===== src/hw/rtl/masr_pkg.sv =====
// masr_pkg: shared types and constants for the max absolute simple return core
// command and status structs between controller and datapath
// no dependencies
`default_nettype none

package masr_pkg;

    localparam int RET_WIDTH = 32;

    typedef struct packed {
        logic load;
        logic step;
        logic update;
        logic emit;
    } t_cmd;

    typedef struct packed {
        logic pair;
        logic div_done;
        logic item_end;
    } t_status;

endpackage

`default_nettype wire


===== src/hw/rtl/masr_datapath.sv =====
// masr_datapath: series state, bit-serial restoring divider and result register
// depends on masr_pkg (t_cmd, t_status, RET_WIDTH)
`default_nettype none

module masr_datapath #(
    parameter int PRICE_WIDTH   = 32,
    parameter int FRACTION_BITS = 16
) (
    input  wire                           i_clk,
    input  wire                           i_rst_n,
    input  wire masr_pkg::t_cmd           i_cmd,
    output masr_pkg::t_status             o_status,
    input  wire signed [PRICE_WIDTH-1:0]  i_price,
    input  wire                           i_price_missing,
    input  wire                           i_series_start,
    input  wire                           i_series_end,
    output logic [masr_pkg::RET_WIDTH-1:0] o_max_abs_return,
    output logic                          o_has_value
);

    localparam int RW = masr_pkg::RET_WIDTH;
    localparam int NW = PRICE_WIDTH + FRACTION_BITS;
    localparam int CW = $clog2(NW);
    localparam int QW = (NW > RW) ? NW : RW + 1;

    logic [PRICE_WIDTH-1:0] r_prev_price;
    logic                   r_prev_usable;
    logic [RW-1:0]          r_best;
    logic                   r_best_present;
    logic                   r_end;
    logic [PRICE_WIDTH-1:0] r_div;
    logic [PRICE_WIDTH-1:0] r_rem;
    logic [NW-1:0]          r_num;
    logic [NW-1:0]          r_quot;
    logic [CW-1:0]          r_cnt;

    logic                   usable;
    logic                   prev_usable_eff;
    logic [PRICE_WIDTH-1:0] price_u;
    logic [PRICE_WIDTH-1:0] diff;
    logic [PRICE_WIDTH-1:0] rem_sh;
    logic                   q_bit;
    logic [QW-1:0]          quot_ext;
    logic [RW-1:0]          q_sat;

    assign price_u         = PRICE_WIDTH'(i_price);
    assign usable          = !i_price_missing && (price_u != '0) && !price_u[PRICE_WIDTH-1];
    assign prev_usable_eff = r_prev_usable && !i_series_start;
    assign diff            = (price_u >= r_prev_price) ? (price_u - r_prev_price)
                                                       : (r_prev_price - price_u);

    // remainder stays below the divisor, so the shifted value fits
    assign rem_sh   = {r_rem[PRICE_WIDTH-2:0], r_num[NW-1]};
    assign q_bit    = (rem_sh >= r_div);
    assign quot_ext = QW'(r_quot);
    assign q_sat    = (|quot_ext[QW-1:RW]) ? {RW{1'b1}} : quot_ext[RW-1:0];

    assign o_status.pair     = usable && prev_usable_eff;
    assign o_status.div_done = (r_cnt == CW'(NW - 1));
    assign o_status.item_end = r_end;

    always_ff @(posedge i_clk) begin
        if (!i_rst_n) begin
            r_prev_price   <= '0;
            r_prev_usable  <= 1'b0;
            r_best         <= '0;
            r_best_present <= 1'b0;
            r_end          <= 1'b0;
            r_cnt          <= '0;
        end else begin
            if (i_cmd.load) begin
                if (i_series_start) begin
                    r_best         <= '0;
                    r_best_present <= 1'b0;
                end
                r_div         <= r_prev_price;
                r_num         <= {diff, {FRACTION_BITS{1'b0}}};
                r_rem         <= '0;
                r_quot        <= '0;
                r_cnt         <= '0;
                r_end         <= i_series_end;
                r_prev_price  <= price_u;
                r_prev_usable <= usable;
            end
            if (i_cmd.step) begin
                r_rem  <= q_bit ? (rem_sh - r_div) : rem_sh;
                r_num  <= {r_num[NW-2:0], 1'b0};
                r_quot <= {r_quot[NW-2:0], q_bit};
                r_cnt  <= r_cnt + CW'(1);
            end
            if (i_cmd.update) begin
                if (!r_best_present || (q_sat > r_best)) begin
                    r_best         <= q_sat;
                    r_best_present <= 1'b1;
                end
            end
            if (i_cmd.emit) begin
                r_prev_price   <= '0;
                r_prev_usable  <= 1'b0;
                r_best         <= '0;
                r_best_present <= 1'b0;
            end
        end
    end

    // result register
    always_ff @(posedge i_clk) begin
        if (i_cmd.emit) begin
            o_max_abs_return <= r_best_present ? r_best : '0;
            o_has_value      <= r_best_present;
        end
    end

endmodule

`default_nettype wire


===== src/hw/rtl/masr_controller.sv =====
// masr_controller: sequencer for accept, divide, update and emit
// depends on masr_pkg (t_cmd, t_status)
`default_nettype none

module masr_controller (
    input  wire                 i_clk,
    input  wire                 i_rst_n,
    input  wire                 i_in_valid,
    output logic                o_in_ready,
    output logic                o_out_valid,
    input  wire                 i_out_ready,
    input  wire masr_pkg::t_status i_status,
    output masr_pkg::t_cmd      o_cmd
);

    typedef enum logic [3:0] {
        S_IDLE = 4'b0001,
        S_DIV  = 4'b0010,
        S_UPD  = 4'b0100,
        S_EMIT = 4'b1000
    } t_state;

    t_state r_state;
    t_state n_state;
    logic   r_out_valid;
    logic   accept;
    logic   out_free;
    // update only after a division ran
    logic   r_did_div;

    assign o_in_ready  = (r_state == S_IDLE);
    assign accept      = i_in_valid && o_in_ready;
    assign out_free    = !r_out_valid || i_out_ready;
    assign o_out_valid = r_out_valid;

    always_comb begin
        n_state      = r_state;
        o_cmd.load   = 1'b0;
        o_cmd.step   = 1'b0;
        o_cmd.update = 1'b0;
        o_cmd.emit   = 1'b0;
        unique case (r_state)
            S_IDLE: begin
                if (accept) begin
                    o_cmd.load = 1'b1;
                    if (i_status.pair) begin
                        n_state = S_DIV;
                    end else begin
                        n_state = S_UPD;
                    end
                end
            end
            S_DIV: begin
                o_cmd.step = 1'b1;
                if (i_status.div_done) begin
                    n_state = S_UPD;
                end
            end
            S_UPD: begin
                // without a pair no update is issued; this state then only routes an end mark
                o_cmd.update = r_did_div;
                n_state      = i_status.item_end ? S_EMIT : S_IDLE;
            end
            S_EMIT: begin
                if (out_free) begin
                    o_cmd.emit = 1'b1;
                    n_state    = S_IDLE;
                end
            end
            default: n_state = S_IDLE;
        endcase
    end

    always_ff @(posedge i_clk) begin
        if (!i_rst_n) begin
            r_state     <= S_IDLE;
            r_out_valid <= 1'b0;
            r_did_div   <= 1'b0;
        end else begin
            r_state <= n_state;
            if (r_state == S_DIV) begin
                r_did_div <= 1'b1;
            end else if (r_state == S_UPD) begin
                r_did_div <= 1'b0;
            end
            if (o_cmd.emit) begin
                r_out_valid <= 1'b1;
            end else if (i_out_ready) begin
                r_out_valid <= 1'b0;
            end
        end
    end

endmodule

`default_nettype wire


===== src/hw/rtl/max_abs_simple_return_core.sv =====
// max_abs_simple_return_core: top level, joins controller and datapath
// depends on masr_pkg, masr_controller, masr_datapath
//
// One price sample is taken per request. A sample that forms a usable pair with
// the one before it runs a bit-serial restoring divider, one quotient bit per
// cycle, through the idle (load), divide and update states; any other item
// passes the idle (load) and update states only. A series end adds an emit
// state that loads the result register, which then waits for the output request
// to be taken while the next sample is already accepted. No clearing pass.
`default_nettype none

module max_abs_simple_return_core #(
    parameter int PRICE_WIDTH   = 32,
    parameter int FRACTION_BITS = 16
) (
    input  wire                           i_clk,
    input  wire                           i_rst_n,
    input  wire                           i_in_valid,
    output logic                          o_in_ready,
    input  wire signed [PRICE_WIDTH-1:0]  i_price,
    input  wire                           i_price_missing,
    input  wire                           i_series_start,
    input  wire                           i_series_end,
    output logic                          o_out_valid,
    input  wire                           i_out_ready,
    output logic [masr_pkg::RET_WIDTH-1:0] o_max_abs_return,
    output logic                          o_has_value
);

    masr_pkg::t_cmd    cmd;
    masr_pkg::t_status status;

    masr_controller u_ctrl (
        .i_clk       (i_clk),
        .i_rst_n     (i_rst_n),
        .i_in_valid  (i_in_valid),
        .o_in_ready  (o_in_ready),
        .o_out_valid (o_out_valid),
        .i_out_ready (i_out_ready),
        .i_status    (status),
        .o_cmd       (cmd)
    );

    masr_datapath #(
        .PRICE_WIDTH   (PRICE_WIDTH),
        .FRACTION_BITS (FRACTION_BITS)
    ) u_dp (
        .i_clk            (i_clk),
        .i_rst_n          (i_rst_n),
        .i_cmd            (cmd),
        .o_status         (status),
        .i_price          (i_price),
        .i_price_missing  (i_price_missing),
        .i_series_start   (i_series_start),
        .i_series_end     (i_series_end),
        .o_max_abs_return (o_max_abs_return),
        .o_has_value      (o_has_value)
    );

endmodule

`default_nettype wire

===== config.mk =====
export PLATFORM = sky130hd
export DESIGN_NAME = max_abs_simple_return_core
export DESIGN_NICKNAME = d
export VERILOG_FILES = /design/src/hw/rtl/masr_pkg.sv /design/src/hw/rtl/masr_datapath.sv /design/src/hw/rtl/masr_controller.sv /design/src/hw/rtl/max_abs_simple_return_core.sv
export SDC_FILE = /design/constraint.sdc
export NUM_CORES = 1
export LEC_CHECK = 0
export BUFFER_PORTS_ARGS = -buffer_cell sky130_fd_sc_hd__buf_4
export CAP_MARGIN = 20
export CORE_ASPECT_RATIO = 0.75
export CORE_MARGIN = 2
export CORE_UTILIZATION = 35
export DETAILED_ROUTE_END_ITERATION = 12
export MAX_ROUTING_LAYER = met4
export PLACE_DENSITY = 0.49
export SLEW_MARGIN = 15
export SYNTH_ARGS = -nofsm -noshare
export SYNTH_HDL_FRONTEND = slang
export SYNTH_SLANG_ARGS = --single-unit

===== constraint.sdc =====
create_clock -name i_clk -period 10.24 [get_ports i_clk]
set_clock_uncertainty 0.2 [all_clocks]
set_input_delay 2.048 -clock i_clk [delete_from_list [all_inputs] [get_ports i_clk]]
set_output_delay 2.048 -clock i_clk [all_outputs]
set_load 0.01 [all_outputs]

* Word level (Yosys, flattened, before mapping)
Cells that the tools add are included.
Storage, ports and cells: output and inout bits 35, logic and storage cells 88, register bits 255, bits of input ports 39
Cells by class: equal/unequal tests 8, add/subtract/negate cells 4, $lt $le $gt $ge 3, muxes and demuxes 35, reductions and logical operators 21, bitwise logic cells 1
Operators with widths (count):
- $mux W32 | 6
- $mux W48 | 4
- $mux W31 | 3
- $ge A32 B32 Y1 | 2
- $sub A32 B32 Y32 | 2
- $gt A32 B32 Y1 | 1
- $reduce_bool A32 Y1 | 1
- $sub A31 B31 Y31 | 1
- $mux W4 | 4
- $pmux W4 S4 | 1
- $reduce_or A16 Y1 | 1
- $mux W1 | 14
- $mux W6 | 2
- $add A6 B1 Y6 const B | 1
- $eq A6 B6 Y1 const B | 1
- $reduce_bool A2 Y1 | 3
- $logic_and A1 B1 Y1 | 5
- $logic_not A1 Y1 | 5
- $eq A4 B1 Y1 const B | 1
- $eq A4 B2 Y1 const B | 1
- $eq A4 B3 Y1 const B | 1
- $eq A4 B4 Y1 const B | 1
- $ne A2 B2 Y1 const B | 2
- $reduce_and A2 Y1 | 2
- other kinds (6) | 7

* Depth between registers and ports, before layout
Gate-level depths: netlist of the first run.
depth after elaboration 7, gate-level depth with buffers 16, gate-level depth less buffers 14

* By module
Synthesis of the first run repeated with hierarchy kept, for this count alone.
Second synthesis, totals: cell total of the unflattened synthesis 1692, area, all modules 16191.8 um2
Modules (own cells, without submodules):
- masr_datapath | cells each 1652, times used 1, sequential area each 6746.5 um2, area an instance 15831.4 um2
- masr_controller | cells each 40, times used 1, sequential area each 120.1 um2, area an instance 360.3 um2

* Worst setup path before layout of the first run
OpenSTA, ideal clock, no wires.
path kind input port to flip-flop, start point input port i_in_valid, end point register u_dp.r_quot[0], in the netlist u_dp.quot_ext[0] (enable), data required time 9.446 ns, data arrival time 7.410 ns, slack 2.036 ns, stages on the path 4, setup time 0.594 ns, cells stage by stage and2_1 clkbuf_1 nor2_1 nor2b_1
Between the ends: longest elaborated chain between the ends 5
Ends and longest elaborated chain:
- start: declaration | RTL line max_abs_simple_return_core.sv:18 | input wire i_in_valid,
- $logic_and A1 B1 Y1 | RTL line masr_controller.sv:32 | assign accept = i_in_valid && o_in_ready;
- $mux W1 | RTL line masr_controller.sv:44 | if (accept) begin
- $mux W1 | RTL line masr_controller.sv:42 | unique case (r_state)
- $reduce_bool A2 Y1 (no line)
- $reduce_and A2 Y1 (no line)
- end signal: assignment | RTL line masr_datapath.sv:88 | r_quot <= {r_quot[NW-2:0], q_bit};
- end: declaration | RTL line masr_datapath.sv:34 | logic [NW-1:0] r_quot;
Every way passes these cells. A chain may end at the register's enable or synchronous reset.

* Worst setup path after layout of the first run
start point input port i_price[25], end point register u_dp.r_num[20] (data pin)
Between the ends: longest elaborated chain between the ends 4
Ends and longest elaborated chain:
- start: declaration | RTL line max_abs_simple_return_core.sv:20 | input wire signed [PRICE_WIDTH-1:0] i_price,
- $ge A32 B32 Y1 | RTL line masr_datapath.sv:49 | assign diff = (price_u >= r_prev_price) ? (price_u - r_prev_price)
- $mux W32 | RTL line masr_datapath.sv:49
- $mux W48 | RTL line masr_datapath.sv:71 | if (i_cmd.load) begin
- $mux W48 | RTL line masr_datapath.sv:85 | if (i_cmd.step) begin
- end signal: assignment | RTL line masr_datapath.sv:77 | r_num <= {diff, {FRACTION_BITS{1'b0}}};
- end signal: assignment | RTL line masr_datapath.sv:87 | r_num <= {r_num[NW-2:0], 1'b0};
- end: declaration | RTL line masr_datapath.sv:33 | logic [NW-1:0] r_num;
Every way passes these cells. The select of a mux whose other input is x is not followed.

==> results of run 1 <==
==> power by group through the flow <==
stage | clock network (W) | registers (W) | logic, W
2_1_floorplan | 0 | 0.00122 | 0.000416
3_3_place_gp | 0 | 0.00124 | 0.000570
3_5_place_dp | 0 | 0.00124 | 0.000570
4_1_cts | 0.00112 | 0.00121 | 0.000573
5_1_grt | 0.00116 | 0.00122 | 0.000638
6_report | 0.00108 | 0.00121 | 0.000574
==> logic make-up (layout without fill, tap and decap cells) <==
family | count (synthesis) | count (layout)
xor+xnor | 44 | 44
flops | 255 | 255
compound gates | 438 | 438
fa+ha+maj | 131 | 131
simple gates | 545 | 545
mux | 31 | 31
buf+inv | 268 | 326
==> worst paths after layout <==
kind | from | cells after the start | end
worst max register to register | u_dp.quot_ext[45]$_SDFFCE_PN0P_ | 14 | u_dp.r_best[15]$_SDFF_PP0_
worst min-delay path | u_dp.r_cnt[5]$_SDFFE_PN0N_ | 1 | u_dp.r_cnt[5]$_SDFFE_PN0N_
worst min register to register | u_dp.r_cnt[5]$_SDFFE_PN0N_ | 1 | u_dp.r_cnt[5]$_SDFFE_PN0N_
worst max-delay path | i_price[25] | 13 | u_dp.r_num[20]$_DFFE_PP_
==> flip-flops by register name, summed over array words and instances (netlist names) <==
register and count:
u_dp.r_div 32, u_dp.r_prev_price 32, u_dp.r_end 1, u_dp.r_cnt 6, u_ctrl.r_did_div 1, u_dp.r_rem 31, u_dp.r_best 32, u_dp.o_max_abs_return 32
u_dp.quot_ext 48, u_dp.r_prev_usable 1, u_dp.o_has_value 1, u_ctrl.o_out_valid 1, u_dp.r_best_present 1, u_dp.r_num 32, u_ctrl.r_state 4
==> per-layer routing <==
metal	vias up	global-route usage	part of all wire
met2	261	0.2600	0.40
met1	5946	0.2899	0.54
met3	34	0.02957	0.049
li1	6139	-	-
met4	0	0.03012	0.014
met5	-	-	0
==> metrics by stage <==
stage | worst slack, ns | std cells
after floorplan | 2.036 | 1712
after global placement | 3.994 | 2302
after detailed placement | 4.003 | 2302
after CTS | 4.633 | 2356
after global routing | 4.153 | 2356
final | 4.605 | 2356
==> cell type report <==
class                   count  area, sq um  area share
well taps                 586        733.2     0.04103
clock inverters            12        136.4    0.007631
flip-flops and latches    255         6867      0.3842
clock buffers              42        857.1     0.04796
inverters                 185        694.4     0.03886
repair buffers             87        653.1     0.03655
multi-input cells        1189         7930      0.4437
==> placed cells by master, fill, tap and decap left out, drive strengths merged, types with 8 or more instances in the layout <==
| master | count |
|---|---|
| nand4 | 26 |
| ha | 128 |
| o211ai | 10 |
| xor2 | 16 |
| xnor2 | 28 |
| edfxtp | 176 |
| nor2 | 147 |
| o2bb2ai | 32 |
| inv | 187 |
| nand2b | 8 |
| nor4 | 21 |
| nor2b | 16 |
| a31oi | 12 |
| mux2i | 26 |
| and2 | 88 |
| a21o | 51 |
| o21ai | 72 |
| and4 | 8 |
| nand3 | 21 |
| and3 | 9 |
| o31ai | 9 |
| a211oi | 19 |
| a31o | 8 |
| nor3 | 26 |
| clkbuf | 42 |
| o21bai | 12 |
| buf | 87 |
| dfxtp | 79 |
| o21a | 17 |
| a21boi | 10 |
| nand2 | 147 |
| a21oi | 148 |
==> worst reg2reg max path, cell delays in order, from the launching register on <==
cell       delay, ns
edfxtp_1        0.43
nor4_1          0.35
nand4_1         0.13
buf_4           0.27
nor2_1          0.20
inv_1           0.06
ha_1            0.29
nand4_1         0.12
nor3_1          0.44
o21ai_0         0.17
o211ai_1        0.19
a21oi_1         0.11
a21oi_1         0.35
nand3_2         0.69
o2bb2ai_1       0.39
==> flow_summary.json, run 1 <==
{
  "maxSlewViolCount": 0,
  "leakagePower_nw": 6.914,
  "postPlaceCellArea_sq_um": 16880,
  "die_h_um": 188.0,
  "fin_hold_ws_ns": 0.2552,
  "finalCriticalPeriod_ns": 5.635,
  "netlist_top_cells_area": "edfxtp_1, ha_1, dfxtp_1, a21oi_1, inv_1",
  "path_cells": "buf_4, inv_1, ha_1, nand4_1, nor4b_1, a32oi_1, nand3_1, a31o_1, buf_4, mux2_2, a31oi_1, xor2_1, o21ai_0",
  "syn_area_sq_um": 15800,
  "syn2layout_area_growth_pct": 13.10,
  "grt_pass1_wl_mm": 68.52,
  "die_x_um": 249.4,
  "yosysTopAreaCell": "edfxtp_1",
  "hpwlAfterDp_mm": 31.28,
  "status": "completed",
  "cts_max_path_buffers": 3,
  "synth-simple-area-share": 0.1692,
  "finalNetCount": 1917,
  "rsz0062_at_grt": "no",
  "grt_overflow": 0,
  "yosysUniqueCellTypes": 71,
  "power_frac_seq": 0.423,
  "cts.sinks": 255,
  "cp_max_fo": 14,
  "htreeDepth": 1,
  "insertedDiodeCount": 0,
  "avgSynthCellArea_sq_um": 9.230,
  "rows": 67,
  "synth_edf_count": 176,
  "synth_flop_cell": "edfxtp_1",
  "wire_per_inst_um": 18.20,
  "root_buffer": "clkbuf_16",
  "num_vias": 12380,
  "fmax_ghz": 0.1775,
  "fin_area_sq_um": 17870,
  "grt_max_degree": 81,
  "critPathArrivalTime_ns": 5.74,
  "viasPerCell": 5.255,
  "drt-total-wl_mm": 42.89,
  "netlist_top_cells_count": "inv_1, edfxtp_1, a21oi_1",
  "syn_inst": 1712,
  "hp-class": "reg -> reg",
  "crit_type": "in -> reg",
  "power_density_nw_per_um2": 160.5,
  "cts_tree": "done",
  "hold_viol": 0,
  "first_iter_violations": 889,
  "post_cts_resized": 0,
  "grt_pass1_vias": 11820,
  "ctsHoldBuffers": 0,
  "fill_cells": 4482,
  "synth_xor_area_frac": 0.02439,
  "clock_power_share": 0.377,
  "start_util": 0.3543,
  "worstSetupEndpointType": "flop",
  "die_area_sq_um": 46880,
  "drv_cap": 0,
  "firstDrtPassIters": 5,
  "drc": 0,
  "synth-compound-area-share": 0.1797,
  "syn-num-nets": 1882,
  "cp.required_ns": 10.34,
  "synth_seq_cells": 255,
  "coreArea_sq_um": 44600,
  "ant_nets": 0,
  "p_total_w": 0.002868,
  "clk_pin_slew_ns": 0.06,
  "setup_viol": 0,
  "relSlewSlack": 0.3657,
  "async_flop_share": 0,
  "place.gp.congestion": 0.8879,
  "antenna_found_initial": 0,
  "synth_adder_area_share": 0.1052,
  "grt_use_total": 0.1883,
  "fin_util": 0.4007,
  "ys_seq_area_frac": 0.4346,
  "synthMuxAreaShare": 0.02003,
  "synth_top_area_frac": 0.3345,
  "path_delay_family": "simple AND/OR/NAND/NOR gates",
  "cpMostUsedCell": "buf_4",
  "r2r_slack_ns": 5.72,
  "max_stage_delay_ns": 0.83,
  "cpMaxStageDelayCell": "nor4b_1",
  "synth_top_family_by_area": "compound AO/OA/AOI/OAI gates",
  "ios": 74,
  "power.switching_w": 0.0008395,
  "yosysMostFrequentCell": "inv_1",
  "power_frac_comb": 0.200,
  "ir_worst_vdd_uv": 122.4,
  "drive_above_1_share": 0.09040,
  "post_cts_buffers": 0,
  "period_share": 0.5503,
  "numCtsBuffers": 29,
  "switching_share": 0.2927,
  "path_buf_inv": 3,
  "p_int_w": 0.002029,
  "worstMarginPinSlew_ns": 0.9514,
  "finalSetupTns_ns": 0,
  "clock_latency_ns": 0.59,
  "port-buffer-count": 73,
  "yosysWarnings": 0,
  "setup.worst_path.start_class": "input pin"
}
Note: power is estimated with default switching activity, not from simulation.
==> run 2, diff against run 1 <==
--- a/config.mk
+++ b/config.mk
@@ -5,6 +5,7 @@
 export SDC_FILE = /design/constraint.sdc
 export NUM_CORES = 1
 export LEC_CHECK = 0
+export ABC_AREA = 1
 export BUFFER_PORTS_ARGS = -buffer_cell sky130_fd_sc_hd__buf_4
 export CAP_MARGIN = 20
 export CORE_ASPECT_RATIO = 0.75
==> constraint.sdc (replaced) <==
create_clock -name i_clk -period 5.9 [get_ports i_clk]
set_clock_uncertainty 0.2 [all_clocks]
set_input_delay 1.18 -clock i_clk [delete_from_list [all_inputs] [get_ports i_clk]]
set_output_delay 1.18 -clock i_clk [all_outputs]
set_load 0.01 [all_outputs]
==> flow_summary.json, run 2 <==
{
  "hold_viol": 0,
  "grt_pass1_wl_mm": 84.50,
  "synth_xor_area_frac": 0.02491,
  "synth_adder_area_share": 0.09265,
  "cts_max_path_buffers": 3,
  "fill_cells": 5332,
  "drt-total-wl_mm": 53.33,
  "period_share": 0.6505,
  "die_h_um": 200.0,
  "place.gp.congestion": 0.9175,
  "netlist_top_cells_area": "edfxtp_1, nand2_1, ha_1, dfxtp_1, inv_1",
  "hpwlAfterDp_mm": 41.39,
  "worst_slack_ns": 2.062,
  "post_cts_buffers": 0,
  "synth-compound-area-share": 0.1100,
  "first_iter_violations": 1032,
  "grt_pass1_vias": 14970,
  "maxSlewViolCount": 0,
  "coreArea_sq_um": 50370,
  "start_util": 0.3561,
  "synth-simple-area-share": 0.2758,
  "worstMarginPinSlew_ns": 0.9351,
  "setup_viol": 0,
  "root_buffer": "clkbuf_16",
  "cts_tree": "done",
  "setup.worst_path.start_class": "flop",
  "numCtsBuffers": 31,
  "grt_overflow": 0,
  "r2r_slack_ns": 2.06,
  "fmax_ghz": 0.2605,
  "layout_commonest_cell": "nand2_1",
  "largest_reg_flops": 48,
  "cp_max_fo": 40,
  "status": "completed",
  "rows": 71,
  "synthMuxAreaShare": 0,
  "wire_per_inst_um": 16.49,
  "worstSetupEndpointType": "flop",
  "fin_area_sq_um": 19940,
  "power_density_nw_per_um2": 319.8,
  "firstDrtPassIters": 6,
  "yosysWarnings": 0,
  "ir_worst_vdd_uv": 271.3,
  "yosysTopAreaCell": "edfxtp_1",
  "synth_flop_cell": "edfxtp_1",
  "post_cts_resized": 0,
  "fin_util": 0.3959,
  "cts.sinks": 255,
  "grt_max_degree": 70,
  "cp.required_ns": 6.04,
  "syn2layout_area_growth_pct": 11.19,
  "p_total_w": 0.006378,
  "finalNetCount": 2722,
  "die_area_sq_um": 53090,
  "syn_inst": 2520,
  "synth_top_area_frac": 0.2947,
  "clock_latency_ns": 0.60,
  "drv_cap": 0,
  "multi_input_area_sq_um": 9057,
  "hp-class": "reg -> reg",
  "insertedDiodeCount": 0,
  "dp_slack_ns": 1.870,
  "yosysUniqueCellTypes": 47,
  "yosysMostFrequentCell": "nand2_1",
  "port-buffer-count": 73,
  "syn-num-nets": 2690,
  "ys_seq_area_frac": 0.3829,
  "netlist_top_cells_count": "nand2_1, inv_1, nor2_1",
  "viasPerCell": 4.842,
  "leakagePower_nw": 9.366,
  "crit_type": "reg -> reg",
  "drive_above_1_share": 0.07412,
  "final_cell_mix": "nand2_1, inv_1, nor2_1",
  "ant_nets": 0,
  "drc": 0,
  "clk_pin_slew_ns": 0.07,
  "htreeDepth": 1,
  "antenna_found_initial": 1,
  "critPathArrivalTime_ns": 3.98,
  "synth_edf_count": 176,
  "register_area_sq_um": 6867,
  "postPlaceCellArea_sq_um": 18960,
  "synth_top_family_by_area": "simple AND/OR/NAND/NOR gates",
  "avgSynthCellArea_sq_um": 7.117,
  "synth_seq_cells": 255,
  "finalSetupTns_ns": 0,
  "ctsHoldBuffers": 0,
  "rsz0062_at_grt": "no",
  "grt_use_total": 0.2094,
  "relSlewSlack": 0.3766,
  "syn_area_sq_um": 17930,
  "ios": 74,
  "async_flop_share": 0,
  "finalCriticalPeriod_ns": 3.838,
  "num_vias": 15660,
  "die_x_um": 265.4
}
## run 2: cells by family (layout without fill, tap and decap cells)
kind of cell	Yosys count	after routing
DFF	255	255
AOI/OAI and AO/OA	363	363
xor gates and xnor gates	51	51
buffers and inverters	509	566
adders and majority gates	131	131
and+or+nand+nor	1211	1211
## run 2: through the flow
step                      hold slack [ns]  std cells
final                              0.2667       3234
after CTS                          0.2728       3234
after global routing               0.2936       3234
after floorplan                    0.2064       2520
after global placement             0.2496       3176
after detailed placement           0.2561       3176
## run 2: cell type report
type	count	share of cell area
timing repair buffer	83	0.03125
multi-input combinational	1756	0.4542
inverter	425	0.08006
clock inverter	14	0.006023
clock buffer	44	0.04292
sequential	255	0.3443
tap	657	0.04122
## run 2: worst paths after layout
check / from / to / depth (start not counted)
worst max-delay path: u_dp.r_num[47]$_DFFE_PP_ / u_dp.r_rem[23]$_SDFFCE_PN0P_ / 14
worst min-delay path: u_dp.r_prev_price[31]$_SDFFE_PP0P_ / u_dp.r_div[31]$_DFFE_PP_ / 0
worst max register to register: u_dp.r_num[47]$_DFFE_PP_ / u_dp.r_rem[23]$_SDFFCE_PN0P_ / 14
worst min register to register: u_dp.r_prev_price[31]$_SDFFE_PP0P_ / u_dp.r_div[31]$_DFFE_PP_ / 0
## run 2: power by group
group | total (W) | internal, W | switching, W | leakage, nW
combinational | 0.00224 | 0.000687 | 0.00156 | 6.60
sequential | 0.00228 | 0.00216 | 0.000117 | 2.30
clock | 0.00186 | 0.00106 | 0.000797 | 0.471
total | 0.00638 | 0.00391 | 0.00247 | 9.37
## run 2: metal layers
metal | global-route usage | share of wire
met2 | 0.2754 | 0.37
met4 | 0.03390 | 0.016
met3 | 0.02637 | 0.049
met1 | 0.3364 | 0.57
met5 | - | 0
## run 2: critical path, cell delays in order (launching register included)
cell and delay (ns):
edfxtp_1 0.57, inv_1 0.09, ha_1 0.29, fa_1 0.45, o21ai_2 0.22, nand2_1 0.07, nand2_1 0.17, nand2_1 0.10
nand2_2 0.10, nand2_1 0.07, nand3_2 0.56, buf_4 0.35, inv_2 0.09, a21oi_1 0.18, nor2_1 0.07
==> run 3, diff against run 2 <==
--- a/config.mk
+++ b/config.mk
@@ -13,7 +13,7 @@
 export CORE_UTILIZATION = 35
 export DETAILED_ROUTE_END_ITERATION = 12
 export MAX_ROUTING_LAYER = met4
-export PLACE_DENSITY = 0.49
+export PLACE_DENSITY = 0.51
 export SLEW_MARGIN = 15
 export SYNTH_ARGS = -nofsm -noshare
 export SYNTH_HDL_FRONTEND = slang
==> constraint.sdc (replaced) <==
create_clock -name i_clk -period 3.3 [get_ports i_clk]
set_clock_uncertainty 0.2 [all_clocks]
set_input_delay 0.66 -clock i_clk [delete_from_list [all_inputs] [get_ports i_clk]]
set_output_delay 0.66 -clock i_clk [all_outputs]
set_load 0.01 [all_outputs]
==> flow_summary.json, run 3 (synthesis results as in run 2) <==
{
  "numCtsBuffers": 29,
  "status": "completed",
  "viasPerCell": 4.857,
  "fmax_ghz": 0.3105,
  "num_vias": 16000,
  "die_x_um": 265.4,
  "insertedDiodeCount": 0,
  "cp_max_fo": 8,
  "final_cell_mix": "nand2_1, inv_1, nor2_1",
  "htreeDepth": 1,
  "grt_overflow": 0,
  "dp_slack_ns": 0.001215,
  "grt_use_total": 0.2020,
  "cts_max_path_buffers": 3,
  "rsz0062_at_grt": "yes",
  "drv_cap": 0,
  "drc": 0,
  "firstDrtPassIters": 5,
  "syn2layout_area_growth_pct": 19.16,
  "largest_reg_flops": 48,
  "cts.sinks": 255,
  "worstMarginPinSlew_ns": 0.8605,
  "setup.worst_path.start_class": "flop",
  "wire_per_inst_um": 16.45,
  "holdCritStartpoint": "i_rst_n",
  "worst_slack_ns": 0.07983,
  "power_density_nw_per_um2": 542.6,
  "path_cells": "nor4_2, nand4_1, buf_6, clkbuf_16, nor2_4, inv_2, ha_4, nand2_2, nor2_4, nand4_1, nor2_2, nand2_1, nand2_1, nand2_2, nand2_8, clkbuf_16, nand3_2, nand2_1, nor2_1",
  "layout_commonest_cell": "nand2_1",
  "rr_worst_depth": 19,
  "hold_path_end": "u_ctrl.r_state[0]$_SDFFE_PN1P_",
  "finalSetupTns_ns": 0,
  "clk_pin_slew_ns": 0.06,
  "ant_nets": 0,
  "fill_cells": 5094,
  "min_path_cells": 2,
  "clock_latency_ns": 0.59,
  "worstSetupEndpointType": "flop",
  "critPathArrivalTime_ns": 3.49,
  "hp-class": "in -> reg",
  "coreArea_sq_um": 50370,
  "reg2reg_to": "u_dp.r_best[29]$_SDFF_PP0_",
  "finalNetCount": 2783,
  "max_stage_delay_ns": 0.41,
  "cpMostUsedCell": "nand2_1",
  "grt_pass1_vias": 14920,
  "port-buffer-count": 73,
  "ir_worst_vdd_uv": 438.3,
  "r2r_slack_ns": 0.08,
  "root_buffer": "clkbuf_16",
  "maxSlewViolCount": 0,
  "leakagePower_nw": 9.842,
  "hpwlAfterDp_mm": 40.91,
  "fin_util": 0.4243,
  "antenna_found_initial": 0,
  "cts_tree": "done",
  "ios": 74,
  "crit_type": "reg -> reg",
  "cpMaxStageDelayCell": "edfxtp_1",
  "drt-total-wl_mm": 54.18,
  "postPlaceCellArea_sq_um": 19460,
  "setup_viol": 0,
  "die_h_um": 200.0,
  "start_util": 0.3561,
  "die_area_sq_um": 53090,
  "grt_pass1_wl_mm": 82.11,
  "finalCriticalPeriod_ns": 3.220,
  "cp.required_ns": 3.57,
  "drive_above_1_share": 0.1442,
  "hold_viol": 0,
  "place.gp.congestion": 0.9582,
  "rows": 71,
  "relSlewSlack": 0.4263,
  "fin_area_sq_um": 21370,
  "grt_max_degree": 67,
  "reg2reg_from": "u_dp.quot_ext[42]$_SDFFCE_PN0P_",
  "first_iter_violations": 1250,
  "period_share": 0.9758
}
## run 3: cell count changes in the layout (fill, tap and decap cells not counted), sizes merged
cell / change
buf: +57
clkbuf: -3
bufinv: +2
clkinv: +2
inv: +2
clkinvlp: -1
## run 3: critical path: cells and delay by family (launching register included)
kind / cells / cell delay [ns]
flops: 1 / 0.41
fa+ha+maj: 1 / 0.27
buf+inv: 4 / 0.63
simple gates: 14 / 1.59
## run 3: timing repair
action	in CTS	in global routing
resized for setup	1	156
endpoints found under the hold margin	0	0
cloned	0	9
hold buffers	0	0
setup endpoints to repair	32	32
setup buffers	0	6
pin swaps	0	37
## run 3: report_power, final
group          internal (W)  switching, W  leakage [nW]
combinational       0.00142       0.00280          7.07
clock               0.00190       0.00140         0.476
sequential          0.00386      0.000212          2.30
total               0.00718       0.00441          9.84
## run 3: area by class of cell
type | count | area (sq um) | share of cell area
multi-input combinational | 1756 | 9766 | 0.4570
clock inverter | 19 | 191.4 | 0.008958
inverter | 425 | 1595 | 0.07465
clock buffer | 35 | 768.2 | 0.03595
tap | 657 | 822.0 | 0.03847
sequential | 255 | 6867 | 0.3213
timing repair buffer | 146 | 1361 | 0.06370
## run 3: worst max-delay path by stage
stage                                                 to  cells after the start  slack, ns                       startpoint
after floorplan           u_dp.quot_ext[0]$_SDFFCE_PN0P_                      7       0.07   u_ctrl.r_state[2]$_SDFFE_PN0P_
after global placement        u_dp.r_best[19]$_SDFF_PP0_                     18       0.07  u_dp.quot_ext[41]$_SDFFCE_PN0P_
after detailed placement      u_dp.r_best[29]$_SDFF_PP0_                     18      0.001  u_dp.quot_ext[41]$_SDFFCE_PN0P_
after CTS                     u_dp.r_best[29]$_SDFF_PP0_                     18       0.02  u_dp.quot_ext[41]$_SDFFCE_PN0P_
after global routing           u_dp.r_best[1]$_SDFF_PP0_                     18      -0.07  u_dp.quot_ext[42]$_SDFFCE_PN0P_
final                         u_dp.r_best[29]$_SDFF_PP0_                     19       0.08  u_dp.quot_ext[42]$_SDFFCE_PN0P_
## run 3: metrics by stage
| stage | power (W) | instances | hold WS, ns |
|---|---|---|---|
| 2_1_floorplan | 0.006937 | 2520 | 0.2064 |
| 3_3_place_gp | 0.008251 | 3224 | 0.2216 |
| 3_5_place_dp | 0.008259 | 3224 | 0.2246 |
| 4_1_cts | 0.01164 | 3278 | 0.06140 |
| 5_1_grt | 0.01237 | 3293 | 0.07272 |
| 6_report | 0.01160 | 3293 | 0.08344 |
## run 3: layer usage
metal / share of wire / wire length [um] / vias up / track usage
met2: 0.39 / 21180 / 341 / 0.2772
met3: 0.046 / 2488 / 54 / 0.02208
met4: 0.019 / 1029 / 0 / 0.04122
met1: 0.54 / 29490 / 7433 / 0.3144
met5: 0 / 0 / - / -
li1: - / - / 8167 / -
